--- config.mk ---
export PLATFORM = sky130hd
export DESIGN_NAME = pcm_rate_match_volume_scaler_core_flat
export DESIGN_NICKNAME = d
export VERILOG_FILES = /design/src/design/prvs_pkg.sv /design/src/design/prvs_if.sv /design/src/design/prvs_lane.sv /design/src/design/prvs_div.sv /design/src/design/pcm_rate_match_volume_scaler_core.sv /design/src/flat_wrapper.sv
export SDC_FILE = /design/constraint.sdc
export NUM_CORES = 2
export LEC_CHECK = 0
export ABC_AREA = 1
export ABC_CLOCK_PERIOD_IN_PS = 7000
export BUFFER_PORTS_ARGS = -buffer_cell sky130_fd_sc_hd__buf_4
export CORE_MARGIN = 5
export CORE_UTILIZATION = 45
export CTS_CLUSTER_SIZE = 16
export DETAILED_ROUTE_END_ITERATION = 10
export PLACE_DENSITY = 0.66
export SKIP_CTS_REPAIR_TIMING = 1
export SLEW_MARGIN = 10
export SYNTH_ARGS = -nofsm -noshare
export SYNTH_HDL_FRONTEND = slang
export SYNTH_SLANG_ARGS = --single-unit
--- constraint.sdc ---
create_clock -name clk_i -period 7 [get_ports clk_i]
set_input_delay 1.4 -clock clk_i [delete_from_list [all_inputs] [get_ports clk_i]]
set_output_delay 1.4 -clock clk_i [all_outputs]
set_load 0.03 [all_outputs]
--- src/design/prvs_pkg.sv ---
// Package for the PCM rate-match volume scaler: widths, defaults, register
// indexes and the reciprocal used to divide by one hundred.
// No dependencies; every other file of the block imports it.
package prvs_pkg;

  // Field and register widths.
  localparam int unsigned SMP_IN_W   = 32;
  localparam int unsigned SMP_W      = 16;
  localparam int unsigned RATE_W     = 18;
  localparam int unsigned SUM_W      = 19;
  localparam int unsigned VOL_W      = 7;
  localparam int unsigned CFG_IDX_W  = 2;
  localparam int unsigned CFG_DATA_W = 18;
  localparam int unsigned CNT_W      = 3;

  // Rates and defaults.
  localparam int unsigned SINK_RATE_DEF       = 44100;
  localparam int unsigned MIN_SOURCE_RATE     = 8000;
  localparam int unsigned DEFAULT_SOURCE_RATE = 44100;
  localparam int unsigned DEFAULT_VOLUME      = 70;
  localparam int unsigned VOLUME_MAX          = 100;
  localparam int unsigned MAX_RESULTS         = 6;

  // Division by 100 as a multiplication by ceil(2^30 / 100); exact for
  // magnitudes below 2^22, which covers every sample times volume product.
  localparam int unsigned PROD_W      = SMP_W + VOL_W + 1;
  localparam int unsigned MAG_W       = 22;
  localparam int unsigned RECIP_W     = 24;
  localparam int unsigned RECIP_SHIFT = 30;
  localparam int unsigned RECIP_K     = 10737419;

  // Configuration register indexes.
  typedef enum logic [CFG_IDX_W-1:0] {
    CFG_SOURCE_RATE   = 2'd0,
    CFG_CHANNEL_COUNT = 2'd1,
    CFG_VOLUME        = 2'd2,
    CFG_LINK_UP       = 2'd3
  } cfg_idx_e;

endpackage

--- src/design/prvs_if.sv ---
// Handshake interfaces for the frame input channel and the result output channel.
// Depends on prvs_pkg for the field widths.
interface prvs_frame_if;
  import prvs_pkg::*;

  logic                       valid;
  logic                       ready;
  logic signed [SMP_IN_W-1:0] left_in;
  logic signed [SMP_IN_W-1:0] right_in;

  modport source (output valid, output left_in, output right_in, input ready);
  modport sink (input valid, input left_in, input right_in, output ready);
endinterface

interface prvs_result_if;
  import prvs_pkg::*;

  logic                    valid;
  logic                    ready;
  logic signed [SMP_W-1:0] left_out;
  logic signed [SMP_W-1:0] right_out;
  logic                    last_of_run;

  modport source (output valid, output left_out, output right_out, output last_of_run,
                  input ready);
  modport sink (input valid, input left_out, input right_out, input last_of_run,
                output ready);
endinterface

--- src/design/prvs_lane.sv ---
// One scaling lane: sample times volume, divided by 100 toward zero, saturated.
// Three pipeline stages after capture; depends on prvs_pkg.
module prvs_lane (
  input  logic                              clk_i,
  input  logic                              rst_ni,
  input  logic                              start_i,
  input  logic signed [prvs_pkg::SMP_W-1:0] sample_i,
  input  logic        [prvs_pkg::VOL_W-1:0] vol_i,
  output logic signed [prvs_pkg::SMP_W-1:0] result_o,
  output logic                              valid_o
);
  import prvs_pkg::*;

  localparam int unsigned QfW = MAG_W + RECIP_W;
  localparam logic [RECIP_W-1:0] RecipK = RECIP_W'(RECIP_K);

  logic signed [SMP_W-1:0]  smp_q;
  logic signed [PROD_W-1:0] prod_d, prod_q;
  logic [PROD_W-1:0]        abs_full;
  logic [MAG_W-1:0]         mag;
  logic [QfW-1:0]           qf_d, qf_q;
  logic                     neg_q;
  logic [SMP_W-1:0]         quo;
  logic signed [SMP_W:0]    sval;
  logic signed [SMP_W-1:0]  sat_d, res_q;
  logic [3:0]               vld_q;

  // Stage one: signed product of the sample and the volume.
  assign prod_d = PROD_W'(smp_q) * PROD_W'($signed({1'b0, vol_i}));

  // Stage two: magnitude times the reciprocal of one hundred.
  assign abs_full = prod_q[PROD_W-1] ? PROD_W'(-prod_q) : PROD_W'(prod_q);
  assign mag      = abs_full[MAG_W-1:0];
  assign qf_d     = {{RECIP_W{1'b0}}, mag} * {{MAG_W{1'b0}}, RecipK};

  // Stage three: restore the sign and saturate to the 16-bit range.
  assign quo  = qf_q[QfW-1:RECIP_SHIFT];
  assign sval = neg_q ? -$signed({1'b0, quo}) : $signed({1'b0, quo});
  always_comb begin
    if (sval > $signed((SMP_W+1)'(32767))) begin
      sat_d = SMP_W'(32767);
    end else if (sval < -$signed((SMP_W+1)'(32768))) begin
      sat_d = SMP_W'(-32768);
    end else begin
      sat_d = sval[SMP_W-1:0];
    end
  end

  // Datapath registers.
  always_ff @(posedge clk_i) begin
    if (start_i) begin
      smp_q <= sample_i;
    end
    prod_q <= prod_d;
    qf_q   <= qf_d;
    neg_q  <= prod_q[PROD_W-1];
    res_q  <= sat_d;
  end

  // Valid token follows the item through the capture and the three stages.
  always_ff @(posedge clk_i or negedge rst_ni) begin
    if (!rst_ni) begin
      vld_q <= '0;
    end else begin
      vld_q <= {vld_q[2:0], start_i};
    end
  end

  assign result_o = res_q;
  assign valid_o  = vld_q[3];
endmodule

--- src/design/prvs_div.sv ---
// Restoring divider for the phase accumulator: one quotient bit per cycle.
// Gives the number of results due and the new accumulator; depends on prvs_pkg.
module prvs_div #(
  parameter int unsigned QUOT_W = 3
) (
  input  logic                         clk_i,
  input  logic                         rst_ni,
  input  logic                         start_i,
  input  logic [prvs_pkg::SUM_W-1:0]   sum_i,
  input  logic [prvs_pkg::RATE_W-1:0]  rate_i,
  output logic                         done_o,
  output logic [QUOT_W-1:0]            quot_o,
  output logic [prvs_pkg::RATE_W-1:0]  rem_o
);
  import prvs_pkg::*;

  localparam int unsigned StepW  = $clog2(QUOT_W);
  localparam int unsigned TrialW = RATE_W + QUOT_W;

  logic [SUM_W-1:0]  rem_q;
  logic [RATE_W-1:0] rate_q;
  logic [QUOT_W-1:0] quot_q;
  logic [StepW-1:0]  step_q;
  logic              busy_q, done_q;
  logic [TrialW-1:0] trial, rem_ext, rem_sub;
  logic              fits;

  // Compare the remainder with the rate shifted to the current quotient bit.
  assign trial   = TrialW'(rate_q) << step_q;
  assign rem_ext = TrialW'(rem_q);
  assign fits    = rem_ext >= trial;
  assign rem_sub = rem_ext - trial;

  // Control: count the steps from the top quotient bit down.
  always_ff @(posedge clk_i or negedge rst_ni) begin
    if (!rst_ni) begin
      busy_q <= 1'b0;
      done_q <= 1'b0;
      step_q <= '0;
    end else begin
      done_q <= 1'b0;
      if (start_i) begin
        busy_q <= 1'b1;
        step_q <= StepW'(QUOT_W - 1);
      end else if (busy_q) begin
        if (step_q == '0) begin
          busy_q <= 1'b0;
          done_q <= 1'b1;
        end else begin
          step_q <= step_q - 1'b1;
        end
      end
    end
  end

  // Datapath: remainder and quotient.
  always_ff @(posedge clk_i) begin
    if (start_i) begin
      rem_q  <= sum_i;
      rate_q <= rate_i;
      quot_q <= '0;
    end else if (busy_q) begin
      if (fits) begin
        rem_q <= rem_sub[SUM_W-1:0];
      end
      quot_q[step_q] <= fits;
    end
  end

  assign done_o = done_q;
  assign quot_o = quot_q;
  assign rem_o  = rem_q[RATE_W-1:0];
endmodule

--- src/design/pcm_rate_match_volume_scaler_core.sv ---
// PCM rate-match volume scaler: phase accumulator, two scaling lanes, result merge.
// The run of results is emitted once the divider and both lanes are done; then one
// result a cycle while the output is ready. The divider's quotient width is 3 at the
// default sink rate. A new frame is taken only after the run of the last one has gone
// out; a frame taken while the link is down is dropped and the block stays ready.
// Reset is asynchronous, active low; it restores register defaults and clears the phase.
module pcm_rate_match_volume_scaler_core #(
  parameter int unsigned SINK_RATE = prvs_pkg::SINK_RATE_DEF
) (
  input  logic                                clk_i,
  input  logic                                rst_ni,
  input  logic                                cfg_we_i,
  input  logic [prvs_pkg::CFG_IDX_W-1:0]      cfg_idx_i,
  input  logic [prvs_pkg::CFG_DATA_W-1:0]     cfg_data_i,
  prvs_frame_if.sink                          frame_i,
  prvs_result_if.source                       result_o
);
  import prvs_pkg::*;

  localparam int unsigned QuotW = $clog2(SINK_RATE / MIN_SOURCE_RATE + 2);
  localparam int unsigned QxW   = QuotW + CNT_W;

  typedef enum logic [1:0] {ST_IDLE, ST_CALC, ST_EMIT} state_e;

  state_e             state_q;
  logic [RATE_W-1:0]  rate_q, accum_q, rate_eff, rate_wr, div_rem;
  logic               mono_q, link_q, mono_wr;
  logic [VOL_W-1:0]   vol_q, vol_wr;
  logic [SUM_W-1:0]   sum;
  logic               accept, start;
  logic               div_done, div_seen_q, lane_seen_q, div_ok, lane_ok;
  logic [QuotW-1:0]   div_quot;
  logic [QxW-1:0]     quot_x;
  logic [CNT_W-1:0]   n_res, cnt_q;
  logic signed [SMP_W-1:0] left_smp, right_smp, left_res, right_res;
  logic signed [SMP_W-1:0] out_l_q, out_r_q;
  logic               left_vld, right_vld;

  // Handshake and start of work on a frame.
  assign frame_i.ready = (state_q == ST_IDLE);
  assign accept        = frame_i.valid && frame_i.ready;
  assign start         = accept && link_q;

  // Values that a configuration write would store.
  assign rate_wr  = (cfg_data_i == '0) ? RATE_W'(DEFAULT_SOURCE_RATE) : cfg_data_i[RATE_W-1:0];
  assign mono_wr  = (cfg_data_i[1:0] == 2'd1);
  assign vol_wr   = (cfg_data_i[VOL_W-1:0] > VOL_W'(VOLUME_MAX)) ? VOL_W'(VOLUME_MAX)
                                                                : cfg_data_i[VOL_W-1:0];
  assign rate_eff = (rate_q < RATE_W'(MIN_SOURCE_RATE)) ? RATE_W'(MIN_SOURCE_RATE) : rate_q;
  assign sum      = SUM_W'(accum_q) + SUM_W'(SINK_RATE);

  // Configuration registers and the phase accumulator.
  always_ff @(posedge clk_i or negedge rst_ni) begin
    if (!rst_ni) begin
      rate_q  <= RATE_W'(DEFAULT_SOURCE_RATE);
      mono_q  <= 1'b0;
      vol_q   <= VOL_W'(DEFAULT_VOLUME);
      link_q  <= 1'b0;
      accum_q <= '0;
    end else if (cfg_we_i) begin
      case (cfg_idx_e'(cfg_idx_i))
        CFG_SOURCE_RATE: begin
          rate_q <= rate_wr;
          if (rate_wr != rate_q) begin
            accum_q <= '0;
          end
        end
        CFG_CHANNEL_COUNT: begin
          mono_q <= mono_wr;
          if (mono_wr != mono_q) begin
            accum_q <= '0;
          end
        end
        CFG_VOLUME:  vol_q  <= vol_wr;
        CFG_LINK_UP: link_q <= cfg_data_i[0];
        default: ;
      endcase
    end else if (state_q == ST_CALC && div_done) begin
      accum_q <= div_rem;
    end
  end

  // Phase divider: results due and the remainder.
  prvs_div #(
    .QUOT_W (QuotW)
  ) u_div (
    .clk_i   (clk_i),
    .rst_ni  (rst_ni),
    .start_i (start),
    .sum_i   (sum),
    .rate_i  (rate_eff),
    .done_o  (div_done),
    .quot_o  (div_quot),
    .rem_o   (div_rem)
  );

  // Two scaling lanes; in mono mode the left sample feeds both.
  assign left_smp  = frame_i.left_in[SMP_IN_W-1 -: SMP_W];
  assign right_smp = mono_q ? left_smp : frame_i.right_in[SMP_IN_W-1 -: SMP_W];

  prvs_lane u_lane_left (
    .clk_i    (clk_i),
    .rst_ni   (rst_ni),
    .start_i  (start),
    .sample_i (left_smp),
    .vol_i    (vol_q),
    .result_o (left_res),
    .valid_o  (left_vld)
  );

  prvs_lane u_lane_right (
    .clk_i    (clk_i),
    .rst_ni   (rst_ni),
    .start_i  (start),
    .sample_i (right_smp),
    .vol_i    (vol_q),
    .result_o (right_res),
    .valid_o  (right_vld)
  );

  // Number of results for this frame, capped at the per-frame limit.
  assign quot_x  = QxW'(div_quot);
  assign n_res   = (quot_x > QxW'(MAX_RESULTS)) ? CNT_W'(MAX_RESULTS) : quot_x[CNT_W-1:0];
  assign div_ok  = div_seen_q || div_done;
  assign lane_ok = lane_seen_q || (left_vld && right_vld);

  // Sequencer: wait for divider and lanes, then merge and emit the run.
  always_ff @(posedge clk_i or negedge rst_ni) begin
    if (!rst_ni) begin
      state_q     <= ST_IDLE;
      div_seen_q  <= 1'b0;
      lane_seen_q <= 1'b0;
      cnt_q       <= '0;
      out_l_q     <= '0;
      out_r_q     <= '0;
    end else begin
      case (state_q)
        ST_IDLE: begin
          div_seen_q  <= 1'b0;
          lane_seen_q <= 1'b0;
          if (start) begin
            state_q <= ST_CALC;
          end
        end
        ST_CALC: begin
          div_seen_q  <= div_ok;
          lane_seen_q <= lane_ok;
          if (div_ok && lane_ok) begin
            cnt_q   <= n_res;
            out_l_q <= left_res;
            out_r_q <= right_res;
            state_q <= (n_res == '0) ? ST_IDLE : ST_EMIT;
          end
        end
        ST_EMIT: begin
          if (result_o.ready) begin
            if (cnt_q == CNT_W'(1)) begin
              state_q <= ST_IDLE;
            end else begin
              cnt_q <= cnt_q - 1'b1;
            end
          end
        end
        default: state_q <= ST_IDLE;
      endcase
    end
  end

  assign result_o.valid       = (state_q == ST_EMIT);
  assign result_o.left_out    = out_l_q;
  assign result_o.right_out   = out_r_q;
  assign result_o.last_of_run = (cnt_q == CNT_W'(1));
endmodule

--- src/flat_wrapper.sv ---
// flat-port wrapper written by rule: the top's interface ports become plain ports
module pcm_rate_match_volume_scaler_core_flat import prvs_pkg::*;
#(
  parameter int unsigned SINK_RATE = prvs_pkg::SINK_RATE_DEF
)
  (clk_i, rst_ni, cfg_we_i, cfg_idx_i, cfg_data_i, frame_i_valid, frame_i_left_in, frame_i_right_in, frame_i_ready, result_o_valid, result_o_left_out, result_o_right_out, result_o_last_of_run, result_o_ready);
  prvs_frame_if frame_i_i ();
  prvs_result_if result_o_i ();
  input  logic clk_i;
  input  logic rst_ni;
  input  logic cfg_we_i;
  input  logic [prvs_pkg::CFG_IDX_W-1:0] cfg_idx_i;
  input  logic [prvs_pkg::CFG_DATA_W-1:0] cfg_data_i;
  input wire logic [$bits(frame_i_i.valid)-1:0] frame_i_valid;
  input wire logic [$bits(frame_i_i.left_in)-1:0] frame_i_left_in;
  input wire logic [$bits(frame_i_i.right_in)-1:0] frame_i_right_in;
  output wire logic [$bits(frame_i_i.ready)-1:0] frame_i_ready;
  output wire logic [$bits(result_o_i.valid)-1:0] result_o_valid;
  output wire logic [$bits(result_o_i.left_out)-1:0] result_o_left_out;
  output wire logic [$bits(result_o_i.right_out)-1:0] result_o_right_out;
  output wire logic [$bits(result_o_i.last_of_run)-1:0] result_o_last_of_run;
  input wire logic [$bits(result_o_i.ready)-1:0] result_o_ready;
  assign frame_i_i.valid = frame_i_valid;
  assign frame_i_i.left_in = frame_i_left_in;
  assign frame_i_i.right_in = frame_i_right_in;
  assign frame_i_ready = frame_i_i.ready;
  assign result_o_valid = result_o_i.valid;
  assign result_o_left_out = result_o_i.left_out;
  assign result_o_right_out = result_o_i.right_out;
  assign result_o_last_of_run = result_o_i.last_of_run;
  assign result_o_i.ready = result_o_ready;
  pcm_rate_match_volume_scaler_core #(.SINK_RATE(SINK_RATE)) u_core (.clk_i(clk_i), .rst_ni(rst_ni), .cfg_we_i(cfg_we_i), .cfg_idx_i(cfg_idx_i), .cfg_data_i(cfg_data_i), .frame_i(frame_i_i), .result_o(result_o_i));
endmodule
# Word-level counts from Yosys, hierarchy flattened
# Index checks and enable logic that the tools add are counted.
# Widths: inputs -> output; s select.
# op_classes
n_mul	4
n_reduce_logical	28
n_eq_ne	18
n_addsub	8
mux	42
shift	1
magnitude_cmp	10
# ops
operator	n
$mul 22x24->46 const B	2
$mux 18	5
$mux 19	3
$mul 16x8->24	2
$mux 16	3
$mux 22	2
$neg 22->22	2
$pmux 18 s2	1
$gt 17x16->1 const B	2
$lt 17x16->1 const B	2
$mux 17	2
$neg 16->17	2
$ge 19x21->1	1
$shl 18x2->21	1
$add 18x16->19 const B	1
$sub 19x19->19	1
$logic_not 18->1	1
$lt 18x13->1 const B	1
$ne 18x18->1	1
$mux 2	8
$reduce_and 2->1	7
$mux 3	4
$reduce_and 4->1	3
$reduce_bool 2->1	5
other kinds (25)	49
# totals
in_bits	89
output_inout_bits	35
regBits	342

# Depth between registers and ports, before layout
# depth
ltp_word	6
mapped_depth	35
mapped_depth_nobuf	35

# Cells and area by module
# A second synthesis with hierarchy kept.
# unflattened
hier_cells	5543
area_unflattened_um2	43062.6
# by_module_without_submodules
mod	instances	area_per_inst_um2	cells_each	seq_area_each_um2
prvs_lane at u_core.u_lane_right	1	17603.1	2277	1701.6
prvs_lane at u_core.u_lane_left	1	17578.1	2235	1701.6
pcm_rate_match_volume_scaler_core	1	4524.3	568	2113.3
prvs_div	1	3357.0	463	1271.2

# Worst setup path after synthesis
# OpenSTA, ideal clock, no wires.
# synth_path
path_kind	flip-flop to flip-flop
from	register u_core.u_lane_left.prod_q[0]
to	register u_core.u_lane_left.qf_q[40]
path_buffers	0
arrival_ns	7.119
stages_incl_launch_ff	33
setup_ns	0.072
synth_period_minus_slack_ns	7.191
slack_ns	-0.191
required_time_ns	6.928
path_cell_list	dfxtp_1 -> inv_1 -> ha_1 -> inv_1 -> nor3_1 -> inv_1 -> nor2_1 -> nand2_1 -> nand2_1 -> o21a_1 -> xor2_1 -> inv_1 -> fa_1 -> inv_1 -> fa_1 -> inv_1 -> fa_1 -> inv_1 -> fa_1 -> inv_1 -> fa_1 -> fa_1 -> fa_1 -> ha_1 -> nand2_1 -> nor2_1 -> inv_1 -> nor2_1 -> inv_1 -> nor3_1 -> nand4_1 -> nand3_1 -> xor2_1
# synth_via
elab_chain_len	3
# synth_rtl
element	line	rtl
from (decl)	prvs_lane.sv:18	logic signed [PROD_W-1:0] prod_d, prod_q;
from (signal assigned)	prvs_lane.sv:54	prod_q <= prod_d;
$neg 22->22	prvs_lane.sv:32	assign abs_full = prod_q[PROD_W-1] ? PROD_W'(-prod_q) : PROD_W'(prod_q);
$mux 22 *	prvs_lane.sv:32	
$mul 22x24->46 *	prvs_lane.sv:34	assign qf_d = {{RECIP_W{1'b0}}, mag} * {{MAG_W{1'b0}}, RecipK};
net u_core.u_lane_left.qf_d[40]	prvs_lane.sv:21	logic [QfW-1:0] qf_d, qf_q;
to (signal assigned)	prvs_lane.sv:55	qf_q <= qf_d;
to (decl)	prvs_lane.sv:21	
# The timed path passes the listed nets; every way through them passes the cells marked *.
# A chain may end at the register's enable or synchronous reset.

# Worst setup path in the final report
# layout_path
from	register u_core.u_lane_left.prod_q[0]
to	register u_core.u_lane_left.qf_q[41]
# Same word-level chain as after synthesis.

==> metrics.txt <==
synth warn=0; max_cap viols=0; Crit path largest cell delay=0.55 ns; grt ovf=0; final std cells w/o fill=6277; Top FF cell, synth=dfxtp_1; die height=309 µm; Filler cells=8354; clock buffer count from CTS=34; H-tree Lvls=2; reg2reg path depth=32; Starting Density=0.455; antenna violations before repair=6; element type at the critical path end=flop; Hold Crit Class=reg -> reg; data required time of the worst path=7.46 ns; crit share post-route=0.966; Clock Latency Late Sink=0.56 ns; Seq/Total Area, Yosys=0.166; vias in the first global route=32200; Syn Area/Cell=8.23 µm²; Core Box Area=88600 µm²; number of synthesized register bits=276; Initial DRC Count=1603; top-count cell post-synth=inv_1; first drt pass iteration count=7; routed via count=31200; endpoints failing setup=0; largest cells by area after synthesis=fa_1 (27%), ha_1 (18%), inv_1 (12%), nand2_1 (8.8%), dfxtp_1 (5.7%); post-synthesis cell type count=53; final WL=101000 µm; clk root buf=clkbuf_16; Cells after DPL=6194; worst-margin pin slew=1.15 ns; gpl congestion=0.964; achievable frequency=148 MHz; clock slew at the register clock pins of the worst setup and hold paths=0.06 ns; status=completed; DR vias/cell=4.97; Synth top area share=0.267; DRC viols=0; DRT antenna net count=0; full die area=95700 µm²; Worst Skew=0.0288 ns; PortBufs=91; Synth area leader=fa_1; area delta synth->final=12.2%; Mapped Area=40300 µm²; total clock sinks=276; CTS tree=built; Final Max Slew Viols=0; total global-route track usage=0.216; cell mode on critical path=inv_1; crit path max-delay cell type=fa_1; HPWL Detailed=86400 µm; share of post-route cells with drive strength above 1=0.0998; Worst slew margin=0.230; pre-CTS setup slack=-0.166 ns; crit path max fanout=5; first-pass GRT wire length=166000 µm; Nets=6296; crit path DAT=7.22 ns; RSZ-0062 raised after global routing=yes; ys async rst share=0.333; critical path type=reg -> reg; total nets after synthesis=6116; pin count of the biggest net entering global routing=77; die width=309 µm; Commonest cells post-synth=inv_1 (1254), nand2_1 (948), ha_1 (587); fin worst setup slack=0.240 ns; startpoint types=flop; WHS Path Cells=0; clk buf depth=3; io pins=124; FP Rows=109; Post-synth EDFFs=69; Mapped Cells=4903; Hold Vio Cnt, Final=0; post-DR wirelength/cell=16.1 µm; minimum clock period=6.76 ns
[worst paths after layout]
path                                                  startpoint                                        to  slack, ns
max                         u_core.u_lane_left.prod_q[0]$_DFF_P_       u_core.u_lane_left.qf_q[41]$_DFF_P_       0.24
min                        u_core.u_lane_left.vld_q[1]$_DFF_PN0_     u_core.u_lane_left.vld_q[2]$_DFF_PN0_       0.35
max reg2reg                 u_core.u_lane_left.prod_q[0]$_DFF_P_       u_core.u_lane_left.qf_q[41]$_DFF_P_       0.24
min reg2reg                u_core.u_lane_left.vld_q[1]$_DFF_PN0_     u_core.u_lane_left.vld_q[2]$_DFF_PN0_       0.35
max in group asynchronous                                 rst_ni             u_core.rate_q[17]$_DFFE_PN0P_       5.02
min in group asynchronous                                 rst_ni  u_core.result_o.right_out[0]$_DFFE_PN0P_       0.70
[final cells by class]
cell class	count	area, µm²	area share
multi-input cells	3298	29600	0.654
flip-flops and latches	276	6690	0.148
inverters	1257	4720	0.104
repair buffers	216	1640	0.0362
well taps	1165	1460	0.0322
clock buffers	50	1060	0.0233
clock inverters	12	97.6	0.00216
diodes	3	7.51	0.000166
[sequential cells by signal (all words and copies together) (netlist names), 18 cells and up]
signal and flops:
u_core.u_lane_left.prod_q 23, u_core.u_lane_right.prod_q 23, u_core.u_div.rem_q 19, u_core.accum_q 18, u_core.rate_q 18, u_core.u_div.rate_q 18
[worst max-delay path, delay by kind of cell (launching register included)]
kind                       cells  cell delay, ns
buffers and inverters         10            0.82
xor gates and xnor gates       2            0.29
AOI/OAI and AO/OA              2            0.46
adders and majority gates      8            3.56
DFF                            1            0.32
and+or+nand+nor               10            1.20
[per-stage QoR]
step	util	hold slack (ns)	cell area (µm²)	TNS, ns
floorplan	-	0.329	40300	0
global placement	0.485	0.332	43000	-0.524
detailed placement	0.485	0.335	43000	-1.22
CTS	0.498	0.346	44100	-1.41
global route	0.510	0.354	45200	-0.723
finish	0.510	0.346	45200	0
[cell families (layout without fill, tap and decap cells)]
| logic type | count (synthesis) | in the layout | share of synthesized area |
|---|---|---|---|
| other | 0 | 3 | 0 |
| XOR/XNOR | 155 | 155 | 0.0337 |
| buffers and inverters | 1329 | 1535 | 0.125 |
| multiplexers | 33 | 33 | 0.00918 |
| flip-flops | 276 | 276 | 0.166 |
| AO/OA/AOI/OAI | 500 | 500 | 0.0687 |
| AND/OR/NAND/NOR | 1486 | 1486 | 0.149 |
| adder cells (fa/ha/maj) | 1124 | 1124 | 0.449 |
[layout by cell type, fill, tap and decap left out, types with 6 or more instances in the layout]
cell and n:
clkbuf_8 6, ha_4 25, a21oi_1 168, nand3_1 114, o21ai_0 183, nand3b_1 6
nor3_1 30, nand2_1 929, nand3_2 15, o21bai_1 29, edfxtp_1 69, ha_1 557
xor2_1 103, o211ai_1 10, nor3_2 13, buf_4 214, inv_2 18, clkbuf_1 6
dfrtp_1 83, dfxtp_1 112, a21oi_2 16, mux2_2 32, o21ai_1 18, xor2_2 7
nor2_4 13, nand2_2 17, xnor2_1 42, inv_1 1238, a31oi_1 21, nor2_1 255
nor2_2 31, fa_2 9, dfstp_2 9, a21o_1 18, nand4_1 37, clkbuf_16 38
fa_1 528, o31ai_1 7
[layer usage]
layer / share of wire / track usage / routed length [µm]
met1: 0.44 / 0.284 / 44600
met2: 0.48 / 0.371 / 48200
met3: 0.056 / 0.0414 / 5650
met4: 0.025 / 0.0488 / 2570
met5: 0.00048 / 0 / 48
Power is left out: the tool's default activity adds up to more than one toggle a clock period on the data nets, which glitch-free logic cannot reach.
